`src/lomc_pkg.sv`:
```
package lomc_pkg;

    localparam int ENTRIES    = 8;
    localparam int STAMP_BITS = 32;
    localparam int ID_W       = 32;
    localparam int SLOT_W     = 3;
    localparam int IDX_W      = $clog2(ENTRIES);
    localparam int CNT_W      = $clog2(ENTRIES + 1);
    localparam int ENTRY_W    = ID_W + STAMP_BITS;

    localparam int IN_BITS    = ID_W + 1;
    localparam int S_TDATA_W  = ((IN_BITS + 7) / 8) * 8;
    localparam int OUT_BITS   = 1 + SLOT_W + 1 + ID_W + ID_W;
    localparam int M_TDATA_W  = ((OUT_BITS + 7) / 8) * 8;

    typedef logic [IDX_W-1:0]      t_idx;
    typedef logic [ID_W-1:0]       t_id;
    typedef logic [STAMP_BITS-1:0] t_stamp;

    typedef enum logic [0:0] {
        ACT_ACTIVATE = 1'b0,
        ACT_CLOSE    = 1'b1
    } t_action;

    typedef enum logic [0:0] {
        ST_OK    = 1'b0,
        ST_NOMAP = 1'b1
    } t_status;

    typedef struct packed {
        logic clr;
        logic proc;
        t_idx idx;
        logic vld;
    } t_scan_ctl;

    typedef struct packed {
        logic match;
        logic hit;
        t_idx hit_idx;
        logic hit0;
        t_idx cand_idx;
        t_id  cand_id;
    } t_scan_res;

    function automatic logic [SLOT_W-1:0] slot_bits(input t_idx idx);
        logic [IDX_W+SLOT_W-1:0] ext;
        ext = {{SLOT_W{1'b0}}, idx};
        return ext[SLOT_W-1:0];
    endfunction

endpackage

```
`src/lru_open_map_cache.sv`:
```
// An activate of the already active id, or any request with id zero, skips the
// scan; other requests scan the slots, one entry read per cycle, and an activate
// stops early on a hit above slot 0. One item at a time: no new input beat is
// taken until the result beat has been loaded into the output register.
// Reset (i_rst_n low, synchronous): all slots empty, stamp, active id and
// active slot cleared. No clearing pass; per-slot valid bits reset at once.
module lru_open_map_cache (
    input  logic                              i_clk,
    input  logic                              i_rst_n,
    input  logic                              i_s_axis_tvalid,
    output logic                              o_s_axis_tready,
    // [31:0] map_id, [32] open_ok
    input  logic [lomc_pkg::S_TDATA_W-1:0]    i_s_axis_tdata,
    // [0] action
    input  logic                              i_s_axis_tuser,
    output logic                              o_m_axis_tvalid,
    input  logic                              i_m_axis_tready,
    // [0] status, [3:1] slot, [4] evicted_valid, [36:5] evicted_id,
    // [68:37] active_id
    output logic [lomc_pkg::M_TDATA_W-1:0]    o_m_axis_tdata
);
    import lomc_pkg::*;

    typedef enum logic [2:0] {
        S_IDLE = 3'b001,
        S_SCAN = 3'b010,
        S_UPD  = 3'b100
    } t_state;

    t_state             r_state, n_state;
    logic [CNT_W-1:0]   r_step, n_step;
    t_idx               r_dat_idx;
    logic [ENTRIES-1:0] r_vld, n_vld;
    t_stamp             r_stamp, n_stamp;
    t_id                r_active_map, n_active_map;
    t_idx               r_active_slot, n_active_slot;
    logic               r_found, n_found;
    logic               r_out_valid, n_out_valid;

    t_id                r_id;
    t_action            r_act;
    logic               r_ok;
    logic               r_quick;
    t_status            r_qstat;
    logic [OUT_BITS-1:0] r_out, n_out;
    logic               out_load;

    t_id                in_id;
    t_stamp             bump;
    logic [CNT_W-1:0]   back;
    t_idx               rd_addr;
    logic               in_acc;
    logic               out_free;
    logic               hit;
    t_idx               hit_slot;

    logic               ram_we;
    t_idx               ram_waddr;
    logic [ENTRY_W-1:0] ram_rdata;

    t_scan_ctl          scan_ctl;
    t_scan_res          scan_res;

    t_status            o_status;
    logic               o_ev_valid;
    t_id                o_ev_id;

    assign in_id    = i_s_axis_tdata[ID_W-1:0];
    assign in_acc   = i_s_axis_tvalid && o_s_axis_tready;
    assign out_free = !r_out_valid || i_m_axis_tready;
    assign bump     = r_stamp + 1'b1;
    assign back     = CNT_W'(ENTRIES) - r_step;
    assign rd_addr  = (r_step == '0) ? '0 : back[IDX_W-1:0];
    assign hit      = scan_res.hit || scan_res.hit0;
    assign hit_slot = scan_res.hit ? scan_res.hit_idx : '0;

    assign scan_ctl.clr  = in_acc;
    assign scan_ctl.proc = (r_state == S_SCAN) && (r_step != '0);
    assign scan_ctl.idx  = r_dat_idx;
    assign scan_ctl.vld  = r_vld[r_dat_idx];

    lomc_ram #(
        .WIDTH (ENTRY_W),
        .DEPTH (ENTRIES)
    ) u_ram (
        .i_clk   (i_clk),
        .i_we    (ram_we),
        .i_waddr (ram_waddr),
        .i_wdata ({r_id, r_stamp}),
        .i_raddr (rd_addr),
        .o_rdata (ram_rdata)
    );

    lomc_scan u_scan (
        .i_clk     (i_clk),
        .i_rst_n   (i_rst_n),
        .i_ctl     (scan_ctl),
        .i_id      (r_id),
        .i_rd_data (ram_rdata),
        .o_res     (scan_res)
    );

    always_comb begin
        n_state       = r_state;
        n_step        = r_step;
        n_vld         = r_vld;
        n_stamp       = r_stamp;
        n_active_map  = r_active_map;
        n_active_slot = r_active_slot;
        n_found       = r_found;
        n_out_valid   = r_out_valid && !i_m_axis_tready;
        out_load      = 1'b0;
        ram_we        = 1'b0;
        ram_waddr     = scan_res.cand_idx;
        o_status      = ST_OK;
        o_ev_valid    = 1'b0;
        o_ev_id       = '0;

        unique case (r_state)
            S_IDLE: begin
                if (in_acc) begin
                    n_step  = '0;
                    n_found = 1'b0;
                    if (t_action'(i_s_axis_tuser) == ACT_ACTIVATE) begin
                        if (r_active_map == in_id || in_id == '0) begin
                            n_state = S_UPD;
                        end else begin
                            n_state = S_SCAN;
                            n_stamp = bump;
                            if (bump == '0) begin
                                // stamp wrapped: flush everything, skip zero
                                n_stamp       = t_stamp'(1);
                                n_vld         = '0;
                                n_active_map  = '0;
                                n_active_slot = '0;
                            end
                        end
                    end else begin
                        n_state = (in_id == '0) ? S_UPD : S_SCAN;
                    end
                end
            end
            S_SCAN: begin
                n_step = r_step + 1'b1;
                if (scan_ctl.proc) begin
                    if (r_act == ACT_CLOSE && scan_res.match) begin
                        n_vld[r_dat_idx] = 1'b0;
                        n_found          = 1'b1;
                    end
                    if ((r_act == ACT_ACTIVATE && scan_res.match && r_dat_idx != '0)
                        || r_step == CNT_W'(ENTRIES)) begin
                        n_state = S_UPD;
                    end
                end
            end
            S_UPD: begin
                if (out_free) begin
                    out_load    = 1'b1;
                    n_out_valid = 1'b1;
                    n_state     = S_IDLE;
                    if (r_quick) begin
                        o_status = r_qstat;
                    end else if (r_act == ACT_CLOSE) begin
                        o_ev_valid = r_found;
                        o_ev_id    = r_found ? r_id : '0;
                    end else if (hit) begin
                        ram_we        = 1'b1;
                        ram_waddr     = hit_slot;
                        n_active_map  = r_id;
                        n_active_slot = hit_slot;
                    end else begin
                        o_ev_valid = (scan_res.cand_id != '0);
                        o_ev_id    = scan_res.cand_id;
                        if (o_ev_valid && scan_res.cand_id == r_active_map) begin
                            n_active_map = '0;
                        end
                        if (r_ok) begin
                            ram_we                   = 1'b1;
                            n_vld[scan_res.cand_idx] = 1'b1;
                            n_active_map             = r_id;
                            n_active_slot            = scan_res.cand_idx;
                        end else begin
                            n_vld[scan_res.cand_idx] = 1'b0;
                            o_status                 = ST_NOMAP;
                        end
                    end
                end
            end
            default: begin
                n_state = S_IDLE;
            end
        endcase

        n_out = {n_active_map, o_ev_id, o_ev_valid, slot_bits(n_active_slot), o_status};
    end

    always_ff @(posedge i_clk) begin
        if (!i_rst_n) begin
            r_state       <= S_IDLE;
            r_step        <= '0;
            r_vld         <= '0;
            r_stamp       <= '0;
            r_active_map  <= '0;
            r_active_slot <= '0;
            r_found       <= 1'b0;
            r_out_valid   <= 1'b0;
        end else begin
            r_state       <= n_state;
            r_step        <= n_step;
            r_vld         <= n_vld;
            r_stamp       <= n_stamp;
            r_active_map  <= n_active_map;
            r_active_slot <= n_active_slot;
            r_found       <= n_found;
            r_out_valid   <= n_out_valid;
        end
    end

    always_ff @(posedge i_clk) begin
        r_dat_idx <= rd_addr;
        if (in_acc) begin
            r_id    <= in_id;
            r_act   <= t_action'(i_s_axis_tuser);
            r_ok    <= i_s_axis_tdata[ID_W];
            r_quick <= (in_id == '0)
                       || (t_action'(i_s_axis_tuser) == ACT_ACTIVATE && r_active_map == in_id);
            r_qstat <= (t_action'(i_s_axis_tuser) == ACT_ACTIVATE
                        && r_active_map != in_id) ? ST_NOMAP : ST_OK;
        end
        if (out_load) begin
            r_out <= n_out;
        end
    end

    assign o_s_axis_tready = (r_state == S_IDLE);
    assign o_m_axis_tvalid = r_out_valid;
    assign o_m_axis_tdata  = {{(M_TDATA_W - OUT_BITS){1'b0}}, r_out};

    a_stamp_nonzero: assert property (@(posedge i_clk) disable iff (!i_rst_n)
        (r_state == S_SCAN && r_act == ACT_ACTIVATE) |-> (r_stamp != '0))
        else $error("access stamp is zero during an activate scan");

    a_step_bound: assert property (@(posedge i_clk) disable iff (!i_rst_n)
        (r_state == S_SCAN) |-> (r_step <= CNT_W'(ENTRIES)))
        else $error("scan ran past the last entry");

    a_evict_id: assert property (@(posedge i_clk) disable iff (!i_rst_n)
        r_out_valid |-> !(r_out[1 + SLOT_W] && r_out[1 + SLOT_W + ID_W -: ID_W] == '0))
        else $error("eviction reported with empty id");

    a_ok_active: assert property (@(posedge i_clk) disable iff (!i_rst_n)
        (out_load && !r_quick && r_act == ACT_ACTIVATE && o_status == ST_OK)
        |=> (r_out[OUT_BITS-1 -: ID_W] == $past(r_id)))
        else $error("activate answered OK without making the id active");

endmodule

```
`src/lomc_ram.sv`:
```
module lomc_ram #(
    parameter int WIDTH = 64,
    parameter int DEPTH = 8,
    localparam int AW   = $clog2(DEPTH)
) (
    input  logic             i_clk,
    input  logic             i_we,
    input  logic [AW-1:0]    i_waddr,
    input  logic [WIDTH-1:0] i_wdata,
    input  logic [AW-1:0]    i_raddr,
    output logic [WIDTH-1:0] o_rdata
);

    logic [WIDTH-1:0] r_mem [DEPTH];
    logic [WIDTH-1:0] r_rdata;

    always_ff @(posedge i_clk) begin
        if (i_we) begin
            r_mem[i_waddr] <= i_wdata;
        end
        r_rdata <= r_mem[i_raddr];
    end

    assign o_rdata = r_rdata;

endmodule

```
`src/lomc_scan.sv`:
```
module lomc_scan (
    input  logic                             i_clk,
    input  logic                             i_rst_n,
    input  lomc_pkg::t_scan_ctl              i_ctl,
    input  lomc_pkg::t_id                    i_id,
    input  logic [lomc_pkg::ENTRY_W-1:0]     i_rd_data,
    output lomc_pkg::t_scan_res              o_res
);
    import lomc_pkg::*;

    t_id    rd_id;
    t_id    eff_id;
    t_stamp eff_stamp;
    logic   match;

    logic   r_hit;
    logic   r_hit0;
    t_idx   r_hit_idx;
    t_idx   r_cand_idx;
    t_id    r_cand_id;
    t_stamp r_cand_stamp;

    // invalid slots read as empty: id 0, stamp 0
    assign rd_id     = i_rd_data[ENTRY_W-1 -: ID_W];
    assign eff_id    = i_ctl.vld ? rd_id : '0;
    assign eff_stamp = i_ctl.vld ? i_rd_data[STAMP_BITS-1:0] : '0;
    assign match     = i_ctl.proc && i_ctl.vld && (rd_id == i_id);

    always_ff @(posedge i_clk) begin
        if (!i_rst_n) begin
            r_hit  <= 1'b0;
            r_hit0 <= 1'b0;
        end else if (i_ctl.clr) begin
            r_hit  <= 1'b0;
            r_hit0 <= 1'b0;
        end else if (i_ctl.proc) begin
            if (i_ctl.idx == '0) begin
                r_hit0 <= match;
            end else if (match) begin
                r_hit <= 1'b1;
            end
        end
    end

    // slot 0 is always the first beat of a scan and seeds the candidate
    always_ff @(posedge i_clk) begin
        if (i_ctl.proc) begin
            if (i_ctl.idx == '0) begin
                r_cand_idx   <= '0;
                r_cand_id    <= eff_id;
                r_cand_stamp <= eff_stamp;
            end else if (match) begin
                if (!r_hit) begin
                    r_hit_idx <= i_ctl.idx;
                end
            end else if (eff_stamp < r_cand_stamp) begin
                r_cand_idx   <= i_ctl.idx;
                r_cand_id    <= eff_id;
                r_cand_stamp <= eff_stamp;
            end
        end
    end

    always_comb begin
        o_res.match    = match;
        o_res.hit      = r_hit;
        o_res.hit_idx  = r_hit_idx;
        o_res.hit0     = r_hit0;
        o_res.cand_idx = r_cand_idx;
        o_res.cand_id  = r_cand_id;
    end

endmodule

```
`config.mk`:
```
export PLATFORM = sky130hd
export DESIGN_NAME = lru_open_map_cache
export DESIGN_NICKNAME = d
export VERILOG_FILES = /design/src/lomc_pkg.sv /design/src/lru_open_map_cache.sv /design/src/lomc_ram.sv /design/src/lomc_scan.sv
export SDC_FILE = /design/constraint.sdc
export NUM_CORES = 1
export LEC_CHECK = 0
export ABC_AREA = 1
export BUFFER_PORTS_ARGS = -buffer_cell sky130_fd_sc_hd__buf_2
export CAP_MARGIN = 40
export CORE_MARGIN = 10
export CORE_UTILIZATION = 25
export CTS_BUF_LIST = sky130_fd_sc_hd__clkbuf_4 sky130_fd_sc_hd__clkbuf_8
export DETAILED_ROUTE_END_ITERATION = 10
export PLACE_DENSITY_LB_ADDON = 0.12
export SYNTH_ARGS = -nofsm -noshare
export SYNTH_HDL_FRONTEND = slang
export SYNTH_SLANG_ARGS = --single-unit
```
`constraint.sdc`:
```
create_clock -name i_clk -period 24.2 [get_ports i_clk]
set_input_delay 1.21 -clock i_clk [delete_from_list [all_inputs] [get_ports i_clk]]
set_output_delay 1.21 -clock i_clk [all_outputs]
set_load 0.02 [all_outputs]
```
==> results of run 1 <==
-- worst max-delay path: cells and delay by family, from the launching register on --
kind	cells	cell delay [ns]
and+or+nand+nor	11	2.21
adders and majority gates	1	0.32
buffers and inverters	2	1.25
AOI/OAI and AO/OA	3	0.35
DFF	1	0.46
-- kinds of logic after synthesis --
| logic type | after synthesis |
|---|---|
| adder cells (fa/ha/maj) | 34 |
| flip-flops | 840 |
| other | 1 |
| AND/OR/NAND/NOR | 1276 |
| AO/OA/AOI/OAI | 540 |
| multiplexers | 1 |
| buffers and inverters | 500 |
| XOR/XNOR | 68 |
-- routing by layer --
metal / global-route usage [%] / routed length [um] / vias to the layer above
met5: 0 / 0 / -
met4: 4.41 / 2240 / 0
met3: 2.57 / 5110 / 161
met2: 22.6 / 52600 / 537
met1: 18.8 / 52200 / 12100
li1: - / - / 11800
-- final cells by class --
type | instances | area (sq um)
fillers | 14700 | 99500
multi-input cells | 1922 | 10100
flip-flops and latches | 840 | 23700
repair buffers | 166 | 1300
diodes | 1 | 2.50
well taps | 1890 | 2360
clock buffers | 245 | 2900
clock inverters | 46 | 280
inverters | 328 | 1240
-- sequential cells by signal (all words and copies together) (netlist names), 4 cells and up --
register	count
u_scan.r_cand_id	32
r_out	69
u_ram.o_rdata	64
r_stamp	32
r_step	4
r_active_map	32
r_vld	8
u_scan.r_cand_stamp	32
u_ram.r_mem	512
r_id	32
-- metrics by stage --
step / instances / instance area (sq um)
floorplan: 3262 / 35500
global placement: 5128 / 38200
detailed placement: 5146 / 38700
CTS: 5437 / 41900
global route: 5438 / 41900
finish: 5438 / 41900
-- power breakdown --
part	internal [W]	total, W	switching [W]
sequential	0.00168	0.00179	0.000111
clock	0.000769	0.00140	0.000630
combinational	0.000159	0.000574	0.000415
total	0.00261	0.00376	0.00116
-- path summary, 6_finish.rpt --
check                                  start                      end  slack [ns]  depth (start not counted)
worst min register to register      r_vld[1]                 r_vld[1]        0.48                          2
worst max register to register  r_dat_idx[0]  u_scan.r_cand_stamp[15]       19.16                         17
worst max-delay path            r_dat_idx[0]  u_scan.r_cand_stamp[15]       19.16                         17
worst min-delay path                r_vld[1]                 r_vld[1]        0.48                          2
-- cell usage in the layout (no fill, tap or decap), types with 18 or more instances in the layout --
cell type | netlist | layout
o22ai_1 | 52 | 52
a31oi_1 | 80 | 80
dfxtp_1 | 153 | 153
o221ai_1 | 116 | 116
nor2_1 | 265 | 249
o21ai_0 | 98 | 98
nor2_4 | 5 | 18
clkinv_1 | 3 | 24
nand2_1 | 654 | 653
buf_4 | 4 | 40
clkbuf_8 | 0 | 170
inv_1 | 323 | 320
nand4_1 | 61 | 61
ha_1 | 34 | 34
nand3_1 | 219 | 218
edfxtp_1 | 687 | 687
clkbuf_4 | 0 | 75
buf_2 | 2 | 108
a21oi_1 | 157 | 157
xnor2_1 | 62 | 61
==> reports/qor.yml, run 1 <==
synth_compound_area_share_pct: 9.56
cts_hold_buf: 0
rsz0062_at_grt: "no"
hold_ws_ns: 0.484
fin_skew_ns: 0.0473
synth_edf_count: 687
power_density_nw_per_um2: 89.9
synthTopCellsByArea: "edfxtp_1, dfxtp_1, nand2_1, inv_1, nand3_1"
synth_top_area_share_pct: 58.0
crit_type: "flop to flop"
postCtsSetupRepairBufs: 0
syn_inst: 3260
setup_viol: 0
die_h_um: 397
syn_to_final_growth_pct: 17.8
crit_chain: "or2_2, nand3_1, nand2_1, nor2_4, buf_4, nor2_1, ha_1, a21oi_1, o21ai_0, nand3_1, nand2_1, nand2_1, a21oi_1, nor3b_1, nand2_1, nand2_4, buf_4"
htreeDepth: 4
synth_area_sq_um: 35500
seq_area_frac_synth_pct: 66.7
grt_pass1_vias: 25200
grt_pass1_wl_um: 167000
cp_max_fo: 50
cts_made_buffers: 158
crit_required_ns: 24.67
max_cap_violations: 0
initial_core_util_pct: 25.1
yosys.area_share.simple_pct: 15.5
finalCriticalPeriod_ns: 5.04
post-route-util_pct: 29.6
grt_overflow: 0
min_path_type: "flop to flop"
synthTopCellsByCount: "edfxtp_1, nand2_1, inv_1, nor2_1, nand3_1"
synthAdderAreaFrac_pct: 1.20
ys_types: 52
crit_arrival_ns: 5.51
yosysMostFrequentCell: "edfxtp_1"
slew_headroom_pct: 42.8
grt_use_total_pct: 14.0
ys_warn_count: 0
synth_xor_area_share_pct: 1.68
cpPeakStageDelay_ns: 0.65
p_total_w: 0.00376
leakagePower_nw: 15.1
worst_pin_slew_ns: 0.856
core_area_sq_um: 141000
antenna_found_initial: 3
hold_viol_final: 0
place_ws_ns: 18.22
layout-drive-gt1-share_pct: 13.9
cts_tree: "done"
portBuffers: 108
critPathLaunchType: "flop"
status: "completed"
async_flop_share_pct: 0
drtAntennaViolNets: 0
pin_count: 119
drtPass1Iterations: 5
routed_wirelength_um: 112000
period_share_pct: 20.8
yosysTopAreaCell: "edfxtp_1"
clk_pin_slew_ns: 0.05
fmax_mhz: 198
numClockSinks: 840
drt_iter0_drc: 1589
dieArea_sq_um: 158000
via_count: 24700
cts-root-buf: "clkbuf_8"
crit_path_end_kind: "flop"
postCtsResizedCells: 0
route.detailed.drc: 0
worst_skew_pair.late_latency_ns: 0.87
die_x_um: 397
critPathMostFrequentCell: "nand2_1"
vdd_ir_drop_max_v: 0.0000568
ys_ff_latch: 840
std_cell_rows: 138
drv_slew: 0
gp_congestion: 0.807
avgSynthCellArea_sq_um: 10.9
dp_hpwl_um: 68400
final_nets: 3495
clockBufferDepth: 3
vias_per_cell: 4.54
synth_top_family_by_area: "simple AND/OR/NAND/NOR gates"
setup_tns_ns: 0
fin_ws_ns: 19.16
cp_slowest_cell: "buf_4"
grt_max_degree: 74
synth-main-ff-cell: "edfxtp_1"
synthMuxAreaShare_pct: 0.0282
avgRoutedWirePerCell_um: 20.6
No activity file was read; power rests on OpenSTA's default activity.
==> run 2, diff against run 1 <==
clock period = 4.1 ns   (was 24.2 ns; I/O delays follow)
==> reports/qor.yml, run 2 (same netlist as run 1, synthesis figures left out) <==
drtAntennaViolNets: 0
die_h_um: 397
largest-register: "u_ram.r_mem"
worst_skew_pair.late_latency_ns: 0.86
std_cell_rows: 138
gp_congestion: 0.806
crit_arrival_ns: 4.03
fmax_mhz: 283
via_count: 24900
clockBufferDepth: 3
status: "completed"
syn_to_final_growth_pct: 18.9
avgRoutedWirePerCell_um: 20.7
grt_max_degree: 143
crit_type: "flop to flop"
layout-drive-gt1-share_pct: 13.6
numClockSinks: 840
final_common_cell: "edfxtp_1"
postCtsResizedCells: 0
antenna_found_initial: 4
drt_iter0_drc: 1624
drtPass1Iterations: 7
postCtsSetupRepairBufs: 0
pin_count: 119
cts_tree: "done"
grt_pass1_wl_um: 168000
cp_max_fo: 31
largest_reg_flops: 512
most-common-layout-cells: "edfxtp_1, nand2_1, inv_1, nor2_1, nand3_1"
setup_tns_ns: 0
clk_pin_slew_ns: 0.06
drv_slew: 0
min_path_type: "input port to flop"
final_nets: 3536
core_area_sq_um: 141000
crit_path_end_kind: "flop"
grt_use_total_pct: 14.1
hold_viol_final: 0
grt_pass1_vias: 25500
crit_required_ns: 4.60
route.detailed.drc: 0
portBuffers: 108
htreeDepth: 4
slew_headroom_pct: 42.3
initial_core_util_pct: 25.1
cts-root-buf: "clkbuf_8"
period_share_pct: 86.1
max_cap_violations: 0
vdd_ir_drop_max_v: 0.000312
setup_viol: 0
dieArea_sq_um: 158000
critPathLaunchType: "flop"
finalCriticalPeriod_ns: 3.53
dp_hpwl_um: 68100
vias_per_cell: 4.55
hold_ws_ns: 0.111
routed_wirelength_um: 113000
worst_pin_slew_ns: 0.865
grt_overflow: 0
leakagePower_nw: 15.3
rsz0062_at_grt: "no"
power_density_nw_per_um2: 528
die_x_um: 397
cts_hold_buf: 39
fin_skew_ns: 0.0341
cts_made_buffers: 151
run 2: cell count changes in the layout (fill, tap and decap cells not counted), moves of 2 or more:
cell / change
buf_16: -10
buf_12: +16
buf_4: +4
clkbuf_4: -9
bufinv_16: +2
dlygate4sd3_1: +39
inv_6: -3
run 2: worst max-delay path: stages (launching register included):
cell and delay, ns:
dfxtp_1 0.57, inv_1 0.18, a21oi_1 0.17, nand2_1 0.06
nand2_1 0.12, nor2_4 0.06, buf_12 0.16, nor2_1 0.19
ha_1 0.26, nand2_1 0.07, inv_1 0.06, nand3_1 0.07
a31oi_1 0.08, a2111oi_0 0.29, buf_4 0.18, nand2_1 0.05
nand2_1 0.07, nand2_1 0.08, nand2_4 0.08, buf_4 0.32
run 2: through the flow:
| step | total power [W] | worst slack [ns] | instances | util (%) | cell area, sq um |
|---|---|---|---|---|---|
| finish | 0.0223 | 0.569 | 5477 | 29.9 | 42300 |
| global placement | 0.0142 | 0.565 | 5149 | 27.3 | 38600 |
| global route | 0.0234 | 0.117 | 5477 | 29.9 | 42300 |
| floorplan | 0.0126 | -0.617 | 3262 | - | 35600 |
| detailed placement | 0.0143 | 0.534 | 5155 | 27.4 | 38700 |
| CTS | 0.0227 | 0.493 | 5475 | 29.9 | 42300 |
run 2: where the power goes:
part	total [W]	leakage, nW	switching (W)	internal (W)
clock network	0.00820	1.67	0.00365	0.00455
logic	0.00356	6.07	0.00251	0.00105
registers	0.0106	7.54	0.000656	0.00991
run 2: final timing paths:
kind         slack (ns)               start  cells after the start                 endpoint
min                0.11  i_s_axis_tdata[32]                      2                     r_ok
max                0.57        r_dat_idx[0]                     19  u_scan.r_cand_stamp[11]
min reg2reg        0.48           r_step[3]                      1                r_step[3]
max reg2reg        0.57        r_dat_idx[0]                     19  u_scan.r_cand_stamp[11]
run 2: layer usage:
layer	up-vias	track usage, %	wire length [um]
li1	11900	-	-
met1	12300	18.6	52500
met2	490	22.9	53300
met3	200	2.76	4610
met4	0	4.82	3110
met5	-	0	0
run 2: final cells by class:
class                   instances  area, sq um
clock inverters                45          309
fillers                     14600        99100
well taps                    1890         2360
clock buffers                 236         2840
repair buffers                214         1750
inverters                     328         1240
diodes                          2         5.00
multi-input cells            1922        10100
flip-flops and latches        840        23700
==> run 3, diff against run 2 <==
CORE_UTILIZATION = 40   (was 25)
==> reports/qor.yml, run 3 (same netlist as run 1, synthesis figures left out) <==
p_total_w: 0.0216
htreeDepth: 4
most-common-layout-cells: "edfxtp_1, nand2_1, inv_1, nor2_1, nand3_1"
power_density_nw_per_um2: 524
whs_path_depth: 2
crit_type: "flop to flop"
status: "completed"
std_cell_rows: 109
cpPeakStageDelay_ns: 0.43
drtPass1Iterations: 5
placed_area_sq_um: 37800
largest_reg_flops: 512
rsz0062_at_grt: "no"
core_area_sq_um: 88200
cts_made_buffers: 145
dp_hpwl_um: 61400
antenna_found_initial: 1
min_path_type: "input port to flop"
dp_cells: 4425
final_nets: 3524
critPathTopFamily: "simple AND/OR/NAND/NOR gates"
crit_chain: "or2_2, nand3_1, nand2_1, nor2_4, buf_4, nor2_1, ha_1, nand3_1, a31oi_1, a2111oi_0, buf_4, nand2_1, nand2_1, nand2_1, nand2_4, buf_12"
initial_core_util_pct: 40.3
max_cap_violations: 0
grt_use_total_pct: 19.3
grt_pass1_vias: 25600
fin_skew_ns: 0.0442
gp_congestion: 0.902
vias_per_cell: 5.36
fmax_mhz: 275
r2r_cells: 16
drv_slew: 0
crit_arrival_ns: 4.10
rr_startpoint: "r_dat_idx[0]"
largest-register: "u_ram.r_mem"
r2r_slack_ns: 0.47
period_share_pct: 88.6
whs_endpoint: "r_ok"
syn_to_final_growth_pct: 15.7
worst_skew_pair.late_latency_ns: 0.80
cts-root-buf: "clkbuf_8"
hold_start: "i_s_axis_tdata[32]"
clk_pin_slew_ns: 0.06
portBuffers: 108
final_common_cell: "edfxtp_1"
die_x_um: 318
layout-drive-gt1-share_pct: 13.2
crit_required_ns: 4.56
cp_max_fo: 32
postCtsResizedCells: 0
route.detailed.drc: 0
grt_max_degree: 205
routed_wirelength_um: 100000
critPathLaunch: "r_dat_idx[0]"
r2r-end: "u_scan.r_cand_stamp[21]"
finalCriticalPeriod_ns: 3.63
setup_viol: 0
numClockSinks: 840
cts_tree: "done"
avgRoutedWirePerCell_um: 21.2
design_area_sq_um: 41100
grt_overflow: 0
slew_headroom_pct: 28.5
leakagePower_nw: 15.1
clockBufferDepth: 3
via_count: 25400
crit_buf_inv: 3
drtAntennaViolNets: 0
fin_cells: 4730
cp_slowest_cell: "dfxtp_1"
hold_viol_final: 0
grt_pass1_wl_um: 152000
worst_pin_slew_ns: 1.07
die_h_um: 318
drt_iter0_drc: 2092
crit_path_end_kind: "flop"
critPathLaunchType: "flop"
dieArea_sq_um: 101000
pin_count: 119
critPathMostFrequentCell: "nand2_1"
vdd_ir_drop_max_v: 0.000298
-- run 3: changes by cell type in the layout (fill, tap and decap cells not counted), sizes merged --
| cell | delta |
|---|---|
| clkbuf | -17 |
| dlygate4sd3 | -2 |
| clkinv | +1 |
| clkinvlp | -1 |
| diode | +1 |
| buf | -4 |
-- run 3: what timing repair did --
item,CTS,global route
hold buffers,37,0
hold endpoints to repair,69,0
buffers inserted,0,0
-- run 3: metal layers --
metal	vias to the layer above	share of wire, %	GRT usage, %
li1	11900	-	-
met1	12500	43	25.1
met2	775	49	32.4
met3	149	5.9	3.23
met4	0	2.1	6.16
met5	-	0	0
-- run 3: area by class of cell --
class / count / area (sq um)
flip-flops and latches: 840 / 23700
well taps: 1165 / 1460
repair buffers: 208 / 1710
inverters: 328 / 1240
multi-input cells: 1922 / 10100
clock buffers: 219 / 2630
fillers: 8028 / 47100
clock inverters: 45 / 292
diodes: 3 / 7.51
-- run 3: metrics by stage --
step | setup TNS (ns) | utilization [%] | setup WS [ns] | hold WS [ns]
2_1_floorplan | -267.18 | - | -0.617 | 0.304
3_3_place_gp | 0 | 42.7 | 0.489 | 0.385
3_5_place_dp | 0 | 42.8 | 0.453 | 0.384
4_1_cts | 0 | 46.6 | 0.426 | 0.0596
5_1_grt | 0 | 46.6 | 0.161 | 0.125
6_report | 0 | 46.6 | 0.467 | 0.140
-- run 3: worst register-to-register path: stages (launching register included) --
cell and delay, ns:
dfxtp_1 0.43, or2_2 0.33, nand3_1 0.07, nand2_1 0.10, nor2_4 0.39, buf_4 0.30, nor2_1 0.09, ha_1 0.18
nand3_1 0.08, a31oi_1 0.07, a2111oi_0 0.37, buf_4 0.20, nand2_1 0.05, nand2_1 0.08, nand2_1 0.10, nand2_4 0.21
buf_12 0.26
-- run 3: how the worst max path moves through the flow --
stage / to / depth (start not counted)
finish: u_scan.r_cand_stamp[21] / 16
global route: u_scan.r_cand_stamp[15] / 17
CTS: u_scan.r_cand_stamp[12] / 16
detailed placement: u_scan.r_cand_stamp[12] / 16
global placement: u_scan.r_cand_stamp[11] / 17
floorplan: u_ram.r_mem[0][0] / 10
-- run 3: report_power, final --
group          total, W  internal [W]  switching [W]  leakage [nW]
logic           0.00338       0.00100        0.00238          6.04
registers        0.0106       0.00991       0.000645          7.54
clock network   0.00762       0.00424        0.00338          1.56
